## config.mk

```make
export PLATFORM = sky130hd
export DESIGN_NAME = differential_manchester_codec_flat
export DESIGN_NICKNAME = d
export VERILOG_FILES = /design/src/dmc_pkg.sv /design/src/dmc_req_if.sv /design/src/dmc_rsp_if.sv /design/src/dmc_in_stage.sv /design/src/dmc_encoder.sv /design/src/dmc_decoder.sv /design/src/dmc_out_stage.sv /design/src/differential_manchester_codec.sv /design/src/flat_wrapper.sv
export SDC_FILE = /design/constraint.sdc
export NUM_CORES = 1
export LEC_CHECK = 0
export BUFFER_PORTS_ARGS = -buffer_cell sky130_fd_sc_hd__buf_4
export CAP_MARGIN = 30
export CORE_ASPECT_RATIO = 1.25
export CORE_MARGIN = 10
export CORE_UTILIZATION = 46
export CTS_CLUSTER_SIZE = 25
export DETAILED_ROUTE_END_ITERATION = 8
export PLACE_DENSITY = 0.75
export SETUP_SLACK_MARGIN = 0.02
export SYNTH_ARGS = -nofsm -noshare
export SYNTH_HDL_FRONTEND = slang
export SYNTH_SLANG_ARGS = --single-unit
```

## constraint.sdc

```tcl
create_clock -name clk -period 2.2 [get_ports clk]
set_clock_uncertainty 0.05 [all_clocks]
set_input_delay 0.44 -clock clk [delete_from_list [all_inputs] [get_ports clk]]
set_output_delay 0.44 -clock clk [all_outputs]
set_load 0.05 [all_outputs]
```

## src/dmc_pkg.sv

```systemverilog
// ----------------------------------------------------------------------------
// Differential Manchester codec package
// Shared types, operation codes and constants for the codec modules.
// ----------------------------------------------------------------------------
package dmc_pkg;

  // Operation codes carried in a request.
  typedef logic [1:0] opcode_t;
  localparam opcode_t OP_ENC_BYTE  = 2'd0;
  localparam opcode_t OP_ENC_FRAME = 2'd1;
  localparam opcode_t OP_DEC_BYTE  = 2'd2;

  // Result status codes.
  localparam logic STATUS_OK     = 1'b0;
  localparam logic STATUS_NO_MID = 1'b1;

  // Cell and half-bit counts.
  localparam int CELLS_BYTE  = 8;
  localparam int CELLS_FRAME = 11;
  localparam int LINE_W      = 22;
  localparam logic [4:0] HALVES_BYTE  = 5'd16;
  localparam logic [4:0] HALVES_FRAME = 5'd22;
  localparam logic [4:0] HALVES_NONE  = 5'd0;

  // One request as held in the input register.
  typedef struct packed {
    opcode_t     opcode;
    logic [7:0]  data_byte;
    logic [15:0] half_bits;
  } req_t;

  // One result as held in the output register.
  typedef struct packed {
    logic [LINE_W-1:0] line_bits;
    logic [4:0]        half_bit_count;
    logic [7:0]        decoded_byte;
    logic              status;
  } rsp_t;

  localparam rsp_t RSP_ZERO = '{line_bits: '0, half_bit_count: HALVES_NONE,
                                decoded_byte: 8'd0, status: STATUS_OK};

endpackage

```

## src/dmc_req_if.sv

```systemverilog
// ----------------------------------------------------------------------------
// Codec request channel
// Valid/ready channel that carries one codec request.
// ----------------------------------------------------------------------------
interface dmc_req_if;
  import dmc_pkg::*;

  logic        valid;
  logic        ready;
  opcode_t     opcode;
  logic [7:0]  data_byte;
  logic [15:0] half_bits;

  modport source (output valid, opcode, data_byte, half_bits, input ready);
  modport sink   (input valid, opcode, data_byte, half_bits, output ready);
endinterface

```

## src/dmc_rsp_if.sv

```systemverilog
// ----------------------------------------------------------------------------
// Codec result channel
// Valid/ready channel that carries one codec result.
// ----------------------------------------------------------------------------
interface dmc_rsp_if;
  import dmc_pkg::*;

  logic              valid;
  logic              ready;
  logic [LINE_W-1:0] line_bits;
  logic [4:0]        half_bit_count;
  logic [7:0]        decoded_byte;
  logic              status;

  modport source (output valid, line_bits, half_bit_count, decoded_byte, status,
                  input ready);
  modport sink   (input valid, line_bits, half_bit_count, decoded_byte, status,
                  output ready);
endinterface

```

## src/dmc_in_stage.sv

```systemverilog
// ----------------------------------------------------------------------------
// Codec input register
// Takes a request whenever the register is empty or drains this cycle.
// ----------------------------------------------------------------------------
module dmc_in_stage (
  input  logic              clk,
  input  logic              rst,
  dmc_req_if.sink           req,
  input  logic              advance,
  output logic              valid,
  output dmc_pkg::req_t     item
);
  import dmc_pkg::*;

  // The register frees up in the same cycle that its content moves on.
  assign req.ready = !valid || advance;

  // Valid flag.
  always_ff @(posedge clk) begin
    if (rst) begin
      valid <= 1'b0;
    end else if (req.valid && req.ready) begin
      valid <= 1'b1;
    end else if (advance) begin
      valid <= 1'b0;
    end
  end

  // Request payload.
  always_ff @(posedge clk) begin
    if (req.valid && req.ready) begin
      item.opcode    <= req.opcode;
      item.data_byte <= req.data_byte;
      item.half_bits <= req.half_bits;
    end
  end
endmodule

```

## src/dmc_encoder.sv

```systemverilog
// ----------------------------------------------------------------------------
// Differential Manchester encoder
// Turns a byte, or a framed byte, into its half-bit line levels.
// ----------------------------------------------------------------------------
module dmc_encoder (
  input  logic              is_frame,
  input  logic [7:0]        data_byte,
  output dmc_pkg::rsp_t     result
);
  import dmc_pkg::*;

  logic                   parity;
  logic [CELLS_FRAME-1:0] frame_cells;
  logic [LINE_W-1:0]      byte_line;
  logic [LINE_W-1:0]      frame_line;
  logic                   lvl_b;
  logic                   lvl_f;
  logic                   first_b;
  logic                   first_f;

  // Frame cells, first sent at the top: start 0, data, even parity, stop 1.
  assign parity      = ^data_byte;
  assign frame_cells = {1'b0, data_byte, parity, 1'b1};

  // Line starts high; a 0 flips it at the cell start, every cell flips mid-cell.
  always_comb begin
    byte_line = '0;
    lvl_b     = 1'b1;
    first_b   = 1'b0;
    for (int k = 0; k < CELLS_BYTE; k++) begin
      first_b = data_byte[CELLS_BYTE-1-k] ? lvl_b : ~lvl_b;
      byte_line[2*CELLS_BYTE-1-2*k] = first_b;
      byte_line[2*CELLS_BYTE-2-2*k] = ~first_b;
      lvl_b = ~first_b;
    end
  end

  always_comb begin
    frame_line = '0;
    lvl_f      = 1'b1;
    first_f    = 1'b0;
    for (int k = 0; k < CELLS_FRAME; k++) begin
      first_f = frame_cells[CELLS_FRAME-1-k] ? lvl_f : ~lvl_f;
      frame_line[LINE_W-1-2*k] = first_f;
      frame_line[LINE_W-2-2*k] = ~first_f;
      lvl_f = ~first_f;
    end
  end

  // Select the result for the operation in hand.
  always_comb begin
    result = RSP_ZERO;
    if (is_frame) begin
      result.line_bits      = frame_line;
      result.half_bit_count = HALVES_FRAME;
    end else begin
      result.line_bits      = byte_line;
      result.half_bit_count = HALVES_BYTE;
    end
  end
endmodule

```

## src/dmc_decoder.sv

```systemverilog
// ----------------------------------------------------------------------------
// Differential Manchester decoder
// Recovers a byte from sixteen half-bits and checks each mid-cell transition.
// ----------------------------------------------------------------------------
module dmc_decoder (
  input  logic [15:0]       half_bits,
  output dmc_pkg::rsp_t     result
);
  import dmc_pkg::*;

  logic [CELLS_BYTE-1:0] no_mid;
  logic [7:0]            bits;
  logic [CELLS_BYTE:1]   prev_lvl;

  // Level before each cell: idle high, then the second half of the last cell.
  assign prev_lvl[CELLS_BYTE] = 1'b1;

  // Each cell is checked and decoded on its own.
  always_comb begin
    for (int i = 0; i < CELLS_BYTE; i++) begin
      no_mid[CELLS_BYTE-1-i] = half_bits[15-2*i] == half_bits[14-2*i];
      bits[CELLS_BYTE-1-i]   = half_bits[15-2*i] == prev_lvl[CELLS_BYTE-i];
    end
  end

  for (genvar i = 1; i < CELLS_BYTE; i++) begin : g_lvl
    assign prev_lvl[CELLS_BYTE-i] = half_bits[16-2*i];
  end

  // A missing transition anywhere voids the byte.
  always_comb begin
    result = RSP_ZERO;
    if (|no_mid) begin
      result.status = STATUS_NO_MID;
    end else begin
      result.decoded_byte = bits;
    end
  end
endmodule

```

## src/dmc_out_stage.sv

```systemverilog
// ----------------------------------------------------------------------------
// Codec result register
// Holds one result until the receiver takes it.
// ----------------------------------------------------------------------------
module dmc_out_stage (
  input  logic              clk,
  input  logic              rst,
  input  logic              in_valid,
  input  dmc_pkg::rsp_t     result,
  output logic              advance,
  dmc_rsp_if.source         rsp
);
  import dmc_pkg::*;

  // Load when the register is empty or its result leaves this cycle.
  assign advance = in_valid && (!rsp.valid || rsp.ready);

  // Valid flag.
  always_ff @(posedge clk) begin
    if (rst) begin
      rsp.valid <= 1'b0;
    end else if (advance) begin
      rsp.valid <= 1'b1;
    end else if (rsp.ready) begin
      rsp.valid <= 1'b0;
    end
  end

  // Result payload.
  always_ff @(posedge clk) begin
    if (advance) begin
      rsp.line_bits      <= result.line_bits;
      rsp.half_bit_count <= result.half_bit_count;
      rsp.decoded_byte   <= result.decoded_byte;
      rsp.status         <= result.status;
    end
  end
endmodule

```

## src/differential_manchester_codec.sv

```systemverilog
// ----------------------------------------------------------------------------
// Differential Manchester codec
// Encodes a byte or a framed byte, or decodes sixteen half-bits, per request.
// ----------------------------------------------------------------------------
// Usage:
//   req is a valid/ready channel carrying opcode, data_byte and half_bits.
//   rsp is a valid/ready channel carrying line_bits, half_bit_count,
//   decoded_byte and status. Every request gives exactly one result.
//   A request is taken into an input register; the encoder and decoder work
//   on it combinationally and write the result register. The result shows on
//   rsp once the result register has loaded it from the input register.
//   Throughput is one request per cycle while the receiver does not stall,
//   set by the single logic pass between the two registers.
//   Reset clears both valid flags; no request or result is held after it.
//   When the receiver stalls, the result register holds its result, the
//   input register still takes one more request, and req.ready then drops
//   until the result register drains.
// ----------------------------------------------------------------------------
module differential_manchester_codec (
  input  logic      clk,
  input  logic      rst,
  dmc_req_if.sink   req,
  dmc_rsp_if.source rsp
);
  import dmc_pkg::*;

  logic  item_valid;
  req_t  item;
  logic  advance;
  rsp_t  enc_result;
  rsp_t  dec_result;
  rsp_t  result;

  dmc_in_stage u_in_stage (
    .clk     (clk),
    .rst     (rst),
    .req     (req),
    .advance (advance),
    .valid   (item_valid),
    .item    (item)
  );

  dmc_encoder u_encoder (
    .is_frame  (item.opcode == OP_ENC_FRAME),
    .data_byte (item.data_byte),
    .result    (enc_result)
  );

  dmc_decoder u_decoder (
    .half_bits (item.half_bits),
    .result    (dec_result)
  );

  // Pick the result for the request's operation; an unused code gives zeros.
  always_comb begin
    unique case (item.opcode)
      OP_ENC_BYTE, OP_ENC_FRAME: begin
        result = enc_result;
      end
      OP_DEC_BYTE: begin
        result = dec_result;
      end
      default: begin
        result = RSP_ZERO;
      end
    endcase
  end

  dmc_out_stage u_out_stage (
    .clk      (clk),
    .rst      (rst),
    .in_valid (item_valid),
    .result   (result),
    .advance  (advance),
    .rsp      (rsp)
  );
endmodule
```

## src/flat_wrapper.sv

```systemverilog
// flat-port wrapper written by rule: the top's interface ports become plain ports
module differential_manchester_codec_flat import dmc_pkg::*;
  (clk, rst, req_valid, req_opcode, req_data_byte, req_half_bits, req_ready, rsp_valid, rsp_line_bits, rsp_half_bit_count, rsp_decoded_byte, rsp_status, rsp_ready);
  dmc_req_if req_i ();
  dmc_rsp_if rsp_i ();
  input  logic clk;
  input  logic rst;
  input wire logic [$bits(req_i.valid)-1:0] req_valid;
  input wire logic [$bits(req_i.opcode)-1:0] req_opcode;
  input wire logic [$bits(req_i.data_byte)-1:0] req_data_byte;
  input wire logic [$bits(req_i.half_bits)-1:0] req_half_bits;
  output wire logic [$bits(req_i.ready)-1:0] req_ready;
  output wire logic [$bits(rsp_i.valid)-1:0] rsp_valid;
  output wire logic [$bits(rsp_i.line_bits)-1:0] rsp_line_bits;
  output wire logic [$bits(rsp_i.half_bit_count)-1:0] rsp_half_bit_count;
  output wire logic [$bits(rsp_i.decoded_byte)-1:0] rsp_decoded_byte;
  output wire logic [$bits(rsp_i.status)-1:0] rsp_status;
  input wire logic [$bits(rsp_i.ready)-1:0] rsp_ready;
  assign req_i.valid = req_valid;
  assign req_i.opcode = req_opcode;
  assign req_i.data_byte = req_data_byte;
  assign req_i.half_bits = req_half_bits;
  assign req_ready = req_i.ready;
  assign rsp_valid = rsp_i.valid;
  assign rsp_line_bits = rsp_i.line_bits;
  assign rsp_half_bit_count = rsp_i.half_bit_count;
  assign rsp_decoded_byte = rsp_i.decoded_byte;
  assign rsp_status = rsp_i.status;
  assign rsp_i.ready = rsp_ready;
  differential_manchester_codec u_core (.clk(clk), .rst(rst), .req(req_i), .rsp(rsp_i));
endmodule
```

==> flow_summary.yaml <==
layout:
  final_cell_mix: "buf_4, edfxtp_1, xor2_1"
  area.growth.synth_to_final_pct: 28.6
  drive_above_1_share: 0.345
  antenna_cells: 0
  fin_nets: 254
  instances_no_fill: 291
  final_common_cell: "buf_4"
clock_network:
  cts-root-buf: "clkbuf_8"
  cts_buffers: 9
  cts_tree: "built"
  cts_resized: 0
  htree_levels: 3
  hold_buffers: 0
  clkTransAtPathRegs_ps: 50
  cts_buffer_depth: 2
  post_cts_buffers: 0
  clock_latency_ps: 320
  clock-sinks: 59
timing:
  maxSlewViolCount: 0
  hold_viol_final: 0
  rsz0062_at_grt: "no"
  fin_crit_sh: 0.927
  fmax_mhz: 490
  period_minus_slack_ps: 2040
  tightestPinTransition_ps: 563
  relSlewSlack: 0.624
  final-setup-viol-count: 0
  tns_ps: 0
yosys:
  yosys_register_bits: 59
  yosysWarnings: 0
  ys_seq_area_frac: 0.734
  synth.avg_cell_area_sq_um: 15.6
  yosysUniqueCellTypes: 20
  netlist_instances: 153
  synth_area_sq_um: 2390
global_route:
  grt_pass1_wl_mm: 6.62
  met2_usage: 0.154
  grt_busiest_layer: "met2"
  use_met1: 0.111
  antenna_found_initial: 0
  gr-usage-met3: 0.0413
  grt_overflow_total: 0
  grt_max_degree: 32
  grt_usage: 0.100
  grt_pass1_vias: 1393
setup_path:
  cp-endpoint: "u_core.u_out_stage.rsp.line_bits[0]"
  timing.rr.end: "u_core.u_out_stage.rsp.line_bits[0]"
  cp_max_fo: 5
  cp-end-kind: "register"
  worstReg2RegStart: "u_core.u_in_stage.item[23]"
  max_stage_delay_ps: 540
  critPathTopFamily: "XOR/XNOR gates"
  cp.depth: 4
  rr_worst_depth: 4
  crit_path_top_delay_cell: "xnor3_2"
  crit_arrival_ps: 2060
  critical_path_buf_inv_count: 0
  startpoint: "u_core.u_in_stage.item[23]"
  critPathLaunchType: "register"
  crit_type: "reg2reg"
  crit_required_ps: 2230
  crit_chain: "xnor2_1, xnor3_2, xor2_1, and3_1"
  reg2reg_setup_slack_ps: 160
floorplan:
  initial_core_util: 0.473
  die_x_um: 84.4
  coreArea_sq_um: 5040
  die_y_um: 101
  ioPinCount: 68
  dieArea_sq_um: 8490
  fp-row-count: 29
drt:
  vias: 1337
  drt-total-wl_mm: 4.02
  vias_per_cell: 4.59
  drtIter0Drc: 117
  detail_route.wl_per_cell_um: 13.8
  drc: 0
  dr.pass1.iters: 4
  antenna_left: 0
status:
  outcome: "completed"
min_path:
  min_path_type: "in2reg"
  worstHoldStart: "rst"
placed_design:
  gp_congestion: 0.693
  hpwl_mm: 3.15
  post-place-cells: 275
  port_buffers: 64
pwr:
  vdd_drop_max_mv: 0.528
  pwr_density_cell_nw_per_um2: 830
  p_leak_nw: 1.20
job:
  max_cap_violations: 0
-- metrics by stage --
| step | setup slack, ps | area, sq um | utilization | hold slack [ps] | power, mW |
|---|---|---|---|---|---|
| floorplan | 91.9 | 2400 | - | 427 | 1.70 |
| global placement | 212 | 2920 | 0.579 | 451 | 1.82 |
| detailed placement | 146 | 2920 | 0.579 | 467 | 1.83 |
| CTS | 135 | 3070 | 0.609 | 216 | 2.57 |
| global route | 67.6 | 3070 | 0.609 | 219 | 2.66 |
| finish | 161 | 3070 | 0.609 | 230 | 2.55 |
-- kinds of logic (layout without fill, tap and decap cells) --
logic type / Yosys count / after routing / share of synthesized area
DFF: 59 / 59 / 0.734
buffers and inverters: 11 / 85 / 0.0252
and+or+nand+nor: 44 / 44 / 0.0918
AOI/OAI and AO/OA: 4 / 4 / 0.0105
other: 1 / 3 / 0.00157
xor gates and xnor gates: 34 / 34 / 0.137
-- worst min-delay path by stage --
stage                                               to  slack [ps]  cells past startpoint
after floorplan           u_core.u_out_stage.rsp.valid         430                      2
after global routing         u_core.u_in_stage.item[9]         220                      1
after global placement    u_core.u_out_stage.rsp.valid         450                      2
after detailed placement  u_core.u_out_stage.rsp.valid         470                      2
final                          u_core.u_in_stage.valid         230                      2
after CTS                      u_core.u_in_stage.valid         220                      2
-- power by group --
part	internal, mW	leakage, nW	switching, mW
Clock	0.391	0.0773	0.361
Combinational	0.169	0.568	0.271
Sequential	1.32	0.558	0.0368
-- per-layer routing --
layer / vias up / wire length [um]
li1: 678 / -
met1: 602 / 1680
met2: 47 / 1950
met3: 10 / 264
met4: 0 / 122
met5: - / 0
-- cells in the mapped netlist --
library cell / number / share of area
xor2_1: 17 / 0.062
nand2_1: 6 / 0.0094
a21oi_1: 3 / 0.0063
edfxtp_1: 57 / 0.72
xnor3_1: 1 / 0.0094
clkbuf_1: 2 / 0.0031
and2_1: 7 / 0.018
nor4_1: 9 / 0.024
clkinv_1: 1 / 0.0016
xnor3_2: 1 / 0.010
nor2b_1: 2 / 0.0052
nand3_1: 1 / 0.0021
conb_1: 1 / 0.0016
o21ba_2: 1 / 0.0042
and3_1: 3 / 0.0079
buf_4: 5 / 0.016
dfxtp_1: 2 / 0.017
nor2_1: 16 / 0.025
inv_1: 3 / 0.0047
xnor2_1: 15 / 0.055
-- sequential cells by signal (all words and copies together), names as in the netlist --
register and count:
u_core.u_in_stage.item 26, u_core.u_in_stage.valid 1, u_core.u_out_stage.rsp.decoded_byte 8, u_core.u_out_stage.rsp.half_bit_count 2, u_core.u_out_stage.rsp.line_bits 20, u_core.u_out_stage.rsp.status 1
u_core.u_out_stage.rsp.valid 1
-- final cells by class --
type | instances | area, sq um
tap | 62 | 77.6
multi-input combinational | 85 | 586
sequential | 59 | 1750
clock buffer | 11 | 131
fill | 390 | 1970
timing repair buffer | 65 | 488
inverter | 4 | 15.0
clock inverter | 5 | 20.0
Note: power is estimated with default switching activity, not from simulation.
